**src/rtl/lea_pkg.sv**
```systemverilog
// ----------------------------------------------------------------------------
// LEA package
// Shared types and constants of the LEA block cipher core.
// ----------------------------------------------------------------------------
`default_nettype none

package lea_pkg;

  typedef logic [31:0] word_t;
  typedef logic [1:0]  kind_t;
  typedef logic [7:0]  key_index_t;
  typedef logic [5:0]  round_count_t;

  // item kinds; code 3 is accepted and dropped
  localparam kind_t KIND_KEY = 2'd0;
  localparam kind_t KIND_ENC = 2'd1;
  localparam kind_t KIND_DEC = 2'd2;

  localparam round_count_t ROUND_COUNT_RESET = 6'd24;

  localparam int WORDS_PER_ROUND = 6;
  localparam int ROT_A = 9;
  localparam int ROT_B = 5;
  localparam int ROT_C = 3;

  // key_index / 6 == (key_index * 171) >> 10 for every 8-bit key_index
  localparam logic [15:0] DIV6_MUL   = 16'd171;
  localparam int          DIV6_SHIFT = 10;

  typedef struct packed {
    logic load;    // take block words into the state
    logic step;    // run one round on the key banks' read data
    logic dec;     // inverse round
    logic emit;    // copy state to the result register
    logic key_wr;  // write key_word at key_index
  } dp_cmd_t;

  function automatic word_t rol(word_t v, int r);
    return (v << r) | (v >> (32 - r));
  endfunction

  function automatic word_t ror(word_t v, int r);
    return (v >> r) | (v << (32 - r));
  endfunction

endpackage

`default_nettype wire

```
**src/rtl/lea_ctrl.sv**
```systemverilog
// ----------------------------------------------------------------------------
// LEA controller
// Handshakes, round sequencing, round count register and result valid.
// ----------------------------------------------------------------------------
`default_nettype none

module lea_ctrl #(
  parameter int MAX_ROUNDS = 32
) (
  input  wire logic                          clk,
  input  wire logic                          rst,
  input  wire logic                          req_valid,
  output logic                               req_ready,
  input  wire lea_pkg::kind_t                req_kind,
  output logic                               rsp_valid,
  input  wire logic                          rsp_ready,
  input  wire logic                          cfg_we,
  input  wire lea_pkg::round_count_t         cfg_wdata,
  output lea_pkg::dp_cmd_t                   cmd,
  output logic [$clog2(MAX_ROUNDS)-1:0]      rd_addr
);

  import lea_pkg::*;

  localparam int AW = $clog2(MAX_ROUNDS);

  typedef enum logic [1:0] {S_IDLE, S_RUN, S_DONE} state_t;

  state_t        state;
  round_count_t  round_count;
  logic          dec;
  logic [AW-1:0] rnd;
  logic [AW-1:0] left;

  round_count_t  n_eff;
  logic [AW-1:0] n_last;
  logic [AW-1:0] rnd_next;
  logic          accept;
  logic          is_block;
  logic          is_dec;
  logic          emit_ok;

  assign n_eff    = (round_count > 6'(MAX_ROUNDS)) ? 6'(MAX_ROUNDS) : round_count;
  assign n_last   = AW'(n_eff - 6'd1);
  assign rnd_next = dec ? (rnd - AW'(1)) : (rnd + AW'(1));
  assign accept   = req_valid && req_ready;
  assign is_dec   = (req_kind == KIND_DEC);
  assign is_block = (req_kind == KIND_ENC) || is_dec;
  assign emit_ok  = !rsp_valid || rsp_ready;

  always_comb begin
    req_ready  = (state == S_IDLE);
    cmd        = '0;
    cmd.dec    = dec;
    rd_addr    = rnd;
    unique case (state)
      S_IDLE: begin
        cmd.key_wr = accept && (req_kind == KIND_KEY);
        cmd.load   = accept && is_block;
        rd_addr    = is_dec ? n_last : '0;
      end
      S_RUN: begin
        cmd.step = 1'b1;
        rd_addr  = rnd_next;
      end
      S_DONE: begin
        cmd.emit = emit_ok;
      end
      default: begin
      end
    endcase
  end

  always_ff @(posedge clk) begin
    if (rst) begin
      state       <= S_IDLE;
      round_count <= ROUND_COUNT_RESET;
      rsp_valid   <= 1'b0;
      dec         <= 1'b0;
      rnd         <= '0;
      left        <= '0;
    end else begin
      if (cfg_we) begin
        round_count <= cfg_wdata;
      end
      if (state == S_DONE && emit_ok) begin
        rsp_valid <= 1'b1;
      end else if (rsp_valid && rsp_ready) begin
        rsp_valid <= 1'b0;
      end
      unique case (state)
        S_IDLE: begin
          if (accept && is_block) begin
            dec  <= is_dec;
            rnd  <= is_dec ? n_last : '0;
            left <= n_last;
            // zero rounds: the block passes through unchanged
            state <= (n_eff == '0) ? S_DONE : S_RUN;
          end
        end
        S_RUN: begin
          if (left == '0) begin
            state <= S_DONE;
          end else begin
            rnd  <= rnd_next;
            left <= left - AW'(1);
          end
        end
        S_DONE: begin
          if (emit_ok) begin
            state <= S_IDLE;
          end
        end
        default: state <= S_IDLE;
      endcase
    end
  end

endmodule

`default_nettype wire

```
**config.mk**
```make
export PLATFORM = sky130hd
export DESIGN_NAME = lea_ctrl
export DESIGN_NICKNAME = d
export VERILOG_FILES = /design/src/rtl/lea_pkg.sv /design/src/rtl/lea_ctrl.sv
export SDC_FILE = /design/constraint.sdc
export NUM_CORES = 1
export LEC_CHECK = 0
export ABC_AREA = 1
export BUFFER_PORTS_ARGS = -buffer_cell sky130_fd_sc_hd__buf_4
export CAP_MARGIN = 10
export CELL_PAD_IN_SITES_DETAIL_PLACEMENT = 0
export CELL_PAD_IN_SITES_GLOBAL_PLACEMENT = 1
export CORE_MARGIN = 2
export CORE_UTILIZATION = 35
export CTS_CLUSTER_DIAMETER = 60
export DETAILED_ROUTE_END_ITERATION = 8
export PLACE_DENSITY_LB_ADDON = 0.1
export SYNTH_ARGS = -nofsm -noshare
export SYNTH_HDL_FRONTEND = slang
export SYNTH_SLANG_ARGS = --single-unit
```
**constraint.sdc**
```tcl
create_clock -name clk -period 1.4 [get_ports clk]
set_input_delay 0.28 -clock clk [delete_from_list [all_inputs] [get_ports clk]]
set_output_delay 0.28 -clock clk [all_outputs]
set_load 0.005 [all_outputs]
```
==> flow_summary.toml, run 1 <==
[grt]
grt_max_degree = 17
grt_usage = 0.189
globalRouteOverflowTotal = 0
grt_pass1_vias = 1470
antenna_found_initial = 0
grt_pass1_wl_um = 6420

[pwr]
ir_worst_vdd_mv = 0.815
power_density_nw_per_um2 = 1190
power_mw = 2.69
p_leak_nw = 1.09

[setup_path]
slowest_delay_ps = 390
crit_start = "dec"
crit_slowest_cell = "fa_2"
crit_type = "flip-flop to output port"
endpoint_kind = "output port"
critPathMaxFanout = 5
cp.arrival_ps = 1540
crit_chain = "fa_2 > nand3_2 > nand2_1 > nand2_1 > nand3_2 > o211ai_1 > buf_4"
r2r_slack_ps = -140
r2r_cells = 10
worstPathRequired_ps = 1120
r2r-start = "dec"
startpoint_type = "flip-flop"

[synth]
synth_nets = 224
avgSynthCellArea_sq_um = 6.72
synth.distinct_cells = 29
synthMuxAreaShare = 0
ys_warn_count = 0
netlist_area_sq_um = 1360
synth-simple-area-share = 0.288
yosysTopAreaCell = "dfxtp_1"
synth_common_cells = "40 x nand2_1, 27 x inv_1, 27 x nor2_1, 20 x dfxtp_1, 17 x o21ai_0"
yosysMostFrequentCell = "nand2_1"
syn_inst = 202
yosysTopAreaCellShare = 0.295
yosysSeqAreaShare = 0.295
synth_flop_cell = "dfxtp_1"
synth-compound-area-share = 0.190
synth_fa_ha_area_frac = 0.0885
synth_area_leaders = "dfxtp_1 29%, nand2_1 11%, inv_1 7.5%, nor2_1 7.5%, ha_1 7.4%"
ys_async_sr_fraction = 0
synth_enable_flop_cells = 0
synth_top_family_by_area = "simple AND/OR/NAND/NOR gates"
synthXorXnorAreaFrac = 0.0194
ys_seq_elements = 20

[floorplanning]
dieWidth_um = 66.3
die_h_um = 66.3
initial_utilization = 0.368
fp.coreArea_sq_um = 3690
core.rowCount = 22
dieArea_sq_um = 4390
io_pins = 25

[clocking]
path_clk_slew_ps = 70
cts_buffers = 3
cts_tree = "built"
cts_num_sinks = 20
cts-root-buf = "clkbuf_8"
h-tree-depth = 1
clkLatencyLatePin_ps = 260
clk_path_buf_depth = 2

[routing]
vias = 1510
wl_met2_um = 1990
wl_per_cell_um = 12.3
routed.top_layer = "met4"
ant_nets = 0
drc_errors = 0
dr.first_iter.drc_count = 46
wirelength_um = 3940
viasPerCell = 4.72
met3_length_um = 128
drt-pass1-iter-count = 4
m1WireLength_um = 1770

[outcome]
status = "finished with violations"
violations = "setup timing"

[sta]
finalHoldViolCount = 0
worst_slack_ps = -418
clock.fmax_ghz = 0.550
rsz0062_at_grt = "true"
report.final.slew_viol_count = 0
worstMarginPinSlew_ps = 283
setup_violations = 9
min_period_ps = 1820
fin_crit_sh = 1.30
skew_ps = 3.66
maxSlewHeadroom = 0.810
timing.hold.ws_ps = 210

[place]
place.gp.congestion = 0.799
dp_slack_ps = -189
io_buffer_count = 24
dpl_cell_area_sq_um = 1810
dp_hpwl_um = 2870

[cells_and_area]
stdcell_area_sq_um = 2260
fin_nets = 295
diodes = 0
final_util = 0.612
area_growth_pct = 66.3
drive_gt1_frac = 0.482
fill_cells = 338

[hold_path]
min_path_type = "input port to flip-flop"
holdPathStages = 2
min_from = "rst"

[run]
max_cap_violations = 0
per-layer routing:
layer,vias to the layer above,track usage
met5,-,0
met4,0,0.0612
met3,4,0.0307
met2,25,0.333
met1,687,0.231
li1,794,-
worst max-delay path: cells and delay by family (launching register included):
kind | cells | cell delay [ps]
simple gates | 4 | 270
fa+ha+maj | 1 | 390
buf+inv | 1 | 140
compound gates | 1 | 100
flops | 1 | 380
where the power goes:
group | internal (mW) | switching (mW)
sequential | 0.666 | 0.103
clock | 0.251 | 0.192
combinational | 0.756 | 0.725
cell type report:
class	instances	area, sq um	area share
repair buffers	71	578	0.256
clock buffers	4	55.1	0.0244
inverters	29	121	0.0538
well taps	48	60.1	0.0266
multi-input cells	148	1030	0.455
flip-flops and latches	20	417	0.185
layout by cell type (no fill, tap or decap), types with 3 or more instances in the layout:
cell type	netlist	routed
a21oi_2	2	5
o21ai_0	17	9
nand2_1	40	34
inv_2	2	4
nand2_2	2	4
nor2_1	27	25
dfxtp_4	0	3
nand2_4	1	4
inv_1	27	22
nand3_1	15	9
clkbuf_8	0	4
dfxtp_2	0	4
a21oi_1	13	10
buf_6	2	12
ha_4	0	4
o211ai_1	4	4
o21ai_1	7	10
o21ai_2	1	4
dfxtp_1	20	13
nand3_2	0	6
buf_4	1	59
logic make-up after synthesis:
group | Yosys count
buf+inv | 35
compound gates | 46
flops | 20
simple gates | 89
fa+ha+maj | 9
xor+xnor | 3
sequential cells by signal, summed over array words and instances, names as in the netlist:
register,cells
left,5
round_count,6
state,2
rnd,5
dec,1
rsp_valid,1
stage by stage:
stage / TNS (ps) / cells
2_1_floorplan: 0 / 202
3_5_place_dp: -941 / 302
3_3_place_gp: -637 / 302
5_1_grt: -2840 / 320
6_report: -2060 / 320
4_1_cts: -1870 / 311
path summary, 6_finish.rpt:
path / endpoint
setup / recovery: rd_addr[4]
hold reg to reg: round_count[4]
hold / removal: rnd[0]
setup reg to reg: rnd[3]
repair_timing:
action,4_1_cts,5_1_grt
setup endpoints to repair,12,21
gates resized for setup,31,48
buffers inserted,5,10
pin swaps,10,26
hold buffers,0,0
gates cloned,0,1
Note: power is estimated with default switching activity, not from simulation.
==> inputs of run 2 (changes only) <==
--- a/config.mk
+++ b/config.mk
@@ -7,14 +7,14 @@
 export LEC_CHECK = 0
 export ABC_AREA = 1
 export BUFFER_PORTS_ARGS = -buffer_cell sky130_fd_sc_hd__buf_4
-export CAP_MARGIN = 10
+export CAP_MARGIN = 20
 export CELL_PAD_IN_SITES_DETAIL_PLACEMENT = 0
 export CELL_PAD_IN_SITES_GLOBAL_PLACEMENT = 1
 export CORE_MARGIN = 2
 export CORE_UTILIZATION = 35
 export CTS_CLUSTER_DIAMETER = 60
 export DETAILED_ROUTE_END_ITERATION = 8
-export PLACE_DENSITY_LB_ADDON = 0.1
+export PLACE_DENSITY = 0.84
 export SYNTH_ARGS = -nofsm -noshare
 export SYNTH_HDL_FRONTEND = slang
 export SYNTH_SLANG_ARGS = --single-unit
==> run 2 against run 1 <==
  * The flow still finishes with violations (setup timing)
  * Maximum frequency fell by 1.3%
  * Count of clock-buffer cells in the layout did not move
  * Largest cell class unchanged
  * Sequential cell count did not move
  * Via count fell by 0.86%
  * Sequential share of layout area rose by 0.43 points
  * Cell area fell by 2.3%
  * Largest power group unchanged
  * Total power fell by 2.7%
  * Critical endpoint unchanged
  * Worst setup slack got worse by 25 ps
  * Wire length fell by 2.5%
  * Critical path type unchanged
==> flow_summary.toml, run 2 (synthesis gave the netlist of run 1 again) <==
[place]
dp_cells = 296
io_buffer_count = 24
dp_slack_ps = -183
place.gp.congestion = 0.809
dpl_cell_area_sq_um = 1780
dp_hpwl_um = 2580

[cells_and_area]
diodes = 0
layout_commonest_cell = "buf_4"
largest_reg_flops = 6
stdcell_area_sq_um = 2210
fill_cells = 328
reg.largest.list = "round_count (6), left (5), rnd (5)"
final_util = 0.598
multiInputGateArea_sq_um = 977
top_register = "round_count"
mostFrequentLayoutCells = "50 x buf_4, 31 x nand2_1, 27 x nor2_1, 22 x inv_1, 16 x buf_6"
area_growth_pct = 62.5
drive_gt1_frac = 0.459
final-seq-area_sq_um = 417
final_cells = 316
fin_nets = 291

[clocking]
cts-root-buf = "clkbuf_8"
cts_num_sinks = 20
clkLatencyLatePin_ps = 270
cts_tree = "built"
cts_hold_buffers = 0
h-tree-depth = 1
cts_buffers = 3
path_clk_slew_ps = 80
clk_path_buf_depth = 2

[pwr]
p_leak_nw = 1.07
p_clk_frac = 0.176
pwr-share-seq = 0.290
p_switching_mw = 0.978
p_int_mw = 1.64
switching_share = 0.374
p_comb_frac = 0.534
power_density_nw_per_um2 = 1190
power_mw = 2.62
ir_worst_vdd_mv = 0.473

[routing]
wl_per_cell_um = 12.2
m1WireLength_um = 1760
met3_length_um = 71
wl_met2_um = 1930
drt-pass1-iter-count = 4
dr.first_iter.drc_count = 55
wirelength_um = 3840
vias = 1497
ant_nets = 0
routed.top_layer = "met4"
drc_errors = 0
viasPerCell = 4.74

[grt]
antenna_found_initial = 0
grt_usage = 0.186
grt_pass1_wl_um = 6300
grt_max_degree = 12
globalRouteOverflowTotal = 0
grt_pass1_vias = 1438

[outcome]
violations = "setup timing"
status = "finished with violations"

[floorplanning]
fp.coreArea_sq_um = 3690
die_h_um = 66.3
core.rowCount = 22
initial_utilization = 0.368
dieWidth_um = 66.3
io_pins = 25
dieArea_sq_um = 4390

[sta]
min_period_ps = 1840
clock.fmax_ghz = 0.543
worstMarginPinSlew_ps = 212
worst_slack_ps = -443
finalHoldViolCount = 0
setup_tns_ps = -2130
report.final.slew_viol_count = 0
skew_ps = 1.44
setup_violations = 11
rsz0062_at_grt = "true"
timing.hold.ws_ps = 187
maxSlewHeadroom = 0.858
fin_crit_sh = 1.32

[hold_path]
min_from = "rst"
min_path_type = "input port to flip-flop"

[setup_path]
worstPathRequired_ps = 1120
crit_start = "dec"
crit_type = "flip-flop to output port"
critPathMaxFanout = 5
r2r-start = "dec"
endpoint_kind = "output port"
startpoint_type = "flip-flop"
cp.arrival_ps = 1560

[run]
max_cap_violations = 0
run 2: per-layer routing:
metal	vias up	GRT usage
met2	17	0.323
li1	795	-
met4	0	0.0765
met1	678	0.235
met5	-	0
met3	7	0.0153
run 2: power by group through the flow:
stage	Combinational, mW	Sequential, mW	Clock (mW)
3_3_place_gp	1.03	0.745	0
6_report	1.40	0.761	0.460
3_5_place_dp	1.04	0.746	0
5_1_grt	1.55	0.776	0.496
2_1_floorplan	0.647	0.737	0
4_1_cts	1.25	0.753	0.467
run 2: worst max-delay path: stages, from the launching register on:
cell and delay, ps:
dfxtp_4 380, fa_2 390, nand3_2 100, nand2_2 60, nand2_2 70, nand3_2 70, o211ai_1 90, buf_4 140
run 2: path summary, 6_finish.rpt:
check	cells past startpoint	slack, ps	end
setup / recovery	7	-440	rd_addr[4]
setup reg to reg	11	-260	rnd[4]
hold / removal	2	190	rnd[0]
hold reg to reg	2	490	left[1]
run 2: repair_timing:
item                       CTS  global route
pin swaps                   13            10
gates cloned                 0             1
setup endpoints to repair   11            23
gates resized for setup     48            26
setup buffers               11             5
run 2: area by class of cell:
cell class / instances / area share
clock buffer: 4 / 0.0250
inverter: 29 / 0.0550
multi-input combinational: 148 / 0.443
sequential: 20 / 0.189
tap: 48 / 0.0272
timing repair buffer: 67 / 0.261
==> inputs of run 3 (changes only) <==
--- a/config.mk
+++ b/config.mk
@@ -14,7 +14,9 @@
 export CORE_UTILIZATION = 35
 export CTS_CLUSTER_DIAMETER = 60
 export DETAILED_ROUTE_END_ITERATION = 8
+export GPL_TIMING_DRIVEN = 0
 export PLACE_DENSITY = 0.84
+export SKIP_CTS_REPAIR_TIMING = 1
 export SYNTH_ARGS = -nofsm -noshare
 export SYNTH_HDL_FRONTEND = slang
 export SYNTH_SLANG_ARGS = --single-unit
==> run 3 against run 2 <==
  * Sequential cell count is the same
  * Clock power shrank 2%
  * Register-to-register slack gained 250 ps
  * Non-clock buffer count shrank 17
  * Critical path depth grew 1
  * Critical endpoint unchanged
  * First-iteration DRC count shrank 56%
  * Clock skew grew 0.60 ps
  * Critical path type unchanged
  * Worst hold slack lost 9.7 ps
  * Wire length shrank 4.8%
  * Highest routed layer unchanged
  * Sequential share of layout area grew 1.6 points
  * Maximum frequency shrank 1.3%
  * The flow still finishes with violations (setup timing)
==> flow_summary.toml, run 3 (synthesis gave the netlist of run 1 again) <==
[cells_and_area]
largest_reg_flops = 6
layout_commonest_cell = "buf_4"
mostFrequentLayoutCells = "38 x buf_4, 35 x nand2_1, 27 x nor2_1, 20 x inv_1"
diodes = 0
drive_gt1_frac = 0.386
area_growth_pct = 48.7
final_util = 0.547
top_register = "round_count"
reg.largest.list = "round_count (6), left (5), rnd (5)"
fin_nets = 274

[clocking]
cts-root-buf = "clkbuf_8"
h-tree-depth = 1
cts_tree = "built"
cts_buffers = 3
cts_num_sinks = 20
clk_path_buf_depth = 2
path_clk_slew_ps = 70
clkLatencyLatePin_ps = 260

[sta]
maxSlewHeadroom = 0.694
clock.fmax_ghz = 0.535
setup_violations = 9
worst_slack_ps = -468
finalHoldViolCount = 0
min_period_ps = 1870
report.final.slew_viol_count = 0
rsz0062_at_grt = "true"
fin_crit_sh = 1.33
skew_ps = 2.04
worstMarginPinSlew_ps = 459

[floorplanning]
dieWidth_um = 66.3
initial_utilization = 0.368
core.rowCount = 22
io_pins = 25
die_h_um = 66.3
dieArea_sq_um = 4390
fp.coreArea_sq_um = 3690

[setup_path]
worstPathRequired_ps = 1120
cp.arrival_ps = 1590
startpoint_type = "flip-flop"
crit_chain = "inv_4 > nand2_2 > ha_4 > nand2_1 > nand2_1 > nand3_1 > o211ai_1 > buf_4"
crit_type = "flip-flop to output port"
slowest_delay_ps = 350
endpoint_kind = "output port"
cp_common_cell = "nand2_1"
crit_slowest_cell = "dfxtp_2"
critPathMaxFanout = 6
r2r_slack_ps = -10

[place]
io_buffer_count = 24
dp_slack_ps = -257
dp_hpwl_um = 2420
place.gp.congestion = 0.805

[grt]
globalRouteOverflowTotal = 0
antenna_found_initial = 0
grt_max_degree = 12
grt_usage = 0.157
grt_pass1_vias = 1219
grt_pass1_wl_um = 5300

[pwr]
ir_worst_vdd_mv = 0.429
power_density_nw_per_um2 = 1230
p_clk_frac = 0.181
p_switching_mw = 0.938
pwr-share-seq = 0.307
p_leak_nw = 0.979
p_int_mw = 1.54
p_comb_frac = 0.512
switching_share = 0.378

[outcome]
status = "finished with violations"
violations = "setup timing"

[routing]
wirelength_um = 3660
drc_errors = 0
viasPerCell = 4.90
drt-pass1-iter-count = 4
ant_nets = 0
wl_per_cell_um = 12.2
vias = 1465
dr.first_iter.drc_count = 24

[run]
max_cap_violations = 0

[hold_path]
min_path_type = "input port to flip-flop"
run 3: cell count changes in the layout (fill, tap and decap cells not counted), moves of 2 or more:
cell / delta
buf_8: +2
o21ai_0: +3
inv_2: +2
nand2_1: +4
buf_4: -12
nand3_2: -2
inv_1: -2
nand3_1: +2
buf_6: -8
nand2_2: -3
run 3: layout make-up:
| cell class | instances | area (sq um) |
|---|---|---|
| Fill cell | 367 | 1670 |
| Tap cell | 48 | 60.1 |
| Clock buffer | 4 | 55.1 |
| Sequential cell | 20 | 414 |
| Multi-Input combinational cell | 148 | 931 |
| Timing Repair Buffer | 44 | 370 |
| Buffer | 6 | 63.8 |
| Inverter | 29 | 124 |
run 3: metrics by stage:
step	TNS [ps]	hold WS, ps	power (mW)	instances	instance area, sq um
after global placement	-965	465	1.65	274	1610
after CTS	-2580	185	2.11	278	1660
after global routing	-3010	179	2.66	299	2020
final	-2020	178	2.48	299	2020
after floorplan	0	342	1.38	202	1370
after detailed placement	-994	465	1.66	274	1610
run 3: critical path: cells and delay by family (launching register included):
kind                     cells  cell delay [ps]
AND/OR/NAND/NOR              4              380
flip-flops                   1              350
AO/OA/AOI/OAI                1              220
buffers and inverters        2              200
adder cells (fa/ha/maj)      1              180
run 3: path summary, 6_finish.rpt:
kind	start	end	cells past startpoint
hold / removal	rst	rnd[0]	2
setup reg to reg	dec	rnd[4]	9
setup / recovery	round_count[5]	rd_addr[4]	8
hold reg to reg	left[1]	left[1]	2
run 3: power by group through the flow:
stage | logic [mW] | clock network (mW) | registers (mW)
floorplan | 0.647 | 0 | 0.737
global placement | 0.897 | 0 | 0.754
detailed placement | 0.901 | 0 | 0.754
CTS | 0.908 | 0.457 | 0.742
global route | 1.41 | 0.478 | 0.776
finish | 1.27 | 0.449 | 0.761
run 3: layer usage:
| layer | part of all wire | GRT usage | vias up |
|---|---|---|---|
| met1 | 0.44 | 0.199 | 682 |
| li1 | - | - | 756 |
| met4 | 0.021 | 0.0612 | 0 |
| met2 | 0.51 | 0.273 | 20 |
| met5 | 0 | 0 | - |
| met3 | 0.022 | 0.0153 | 7 |
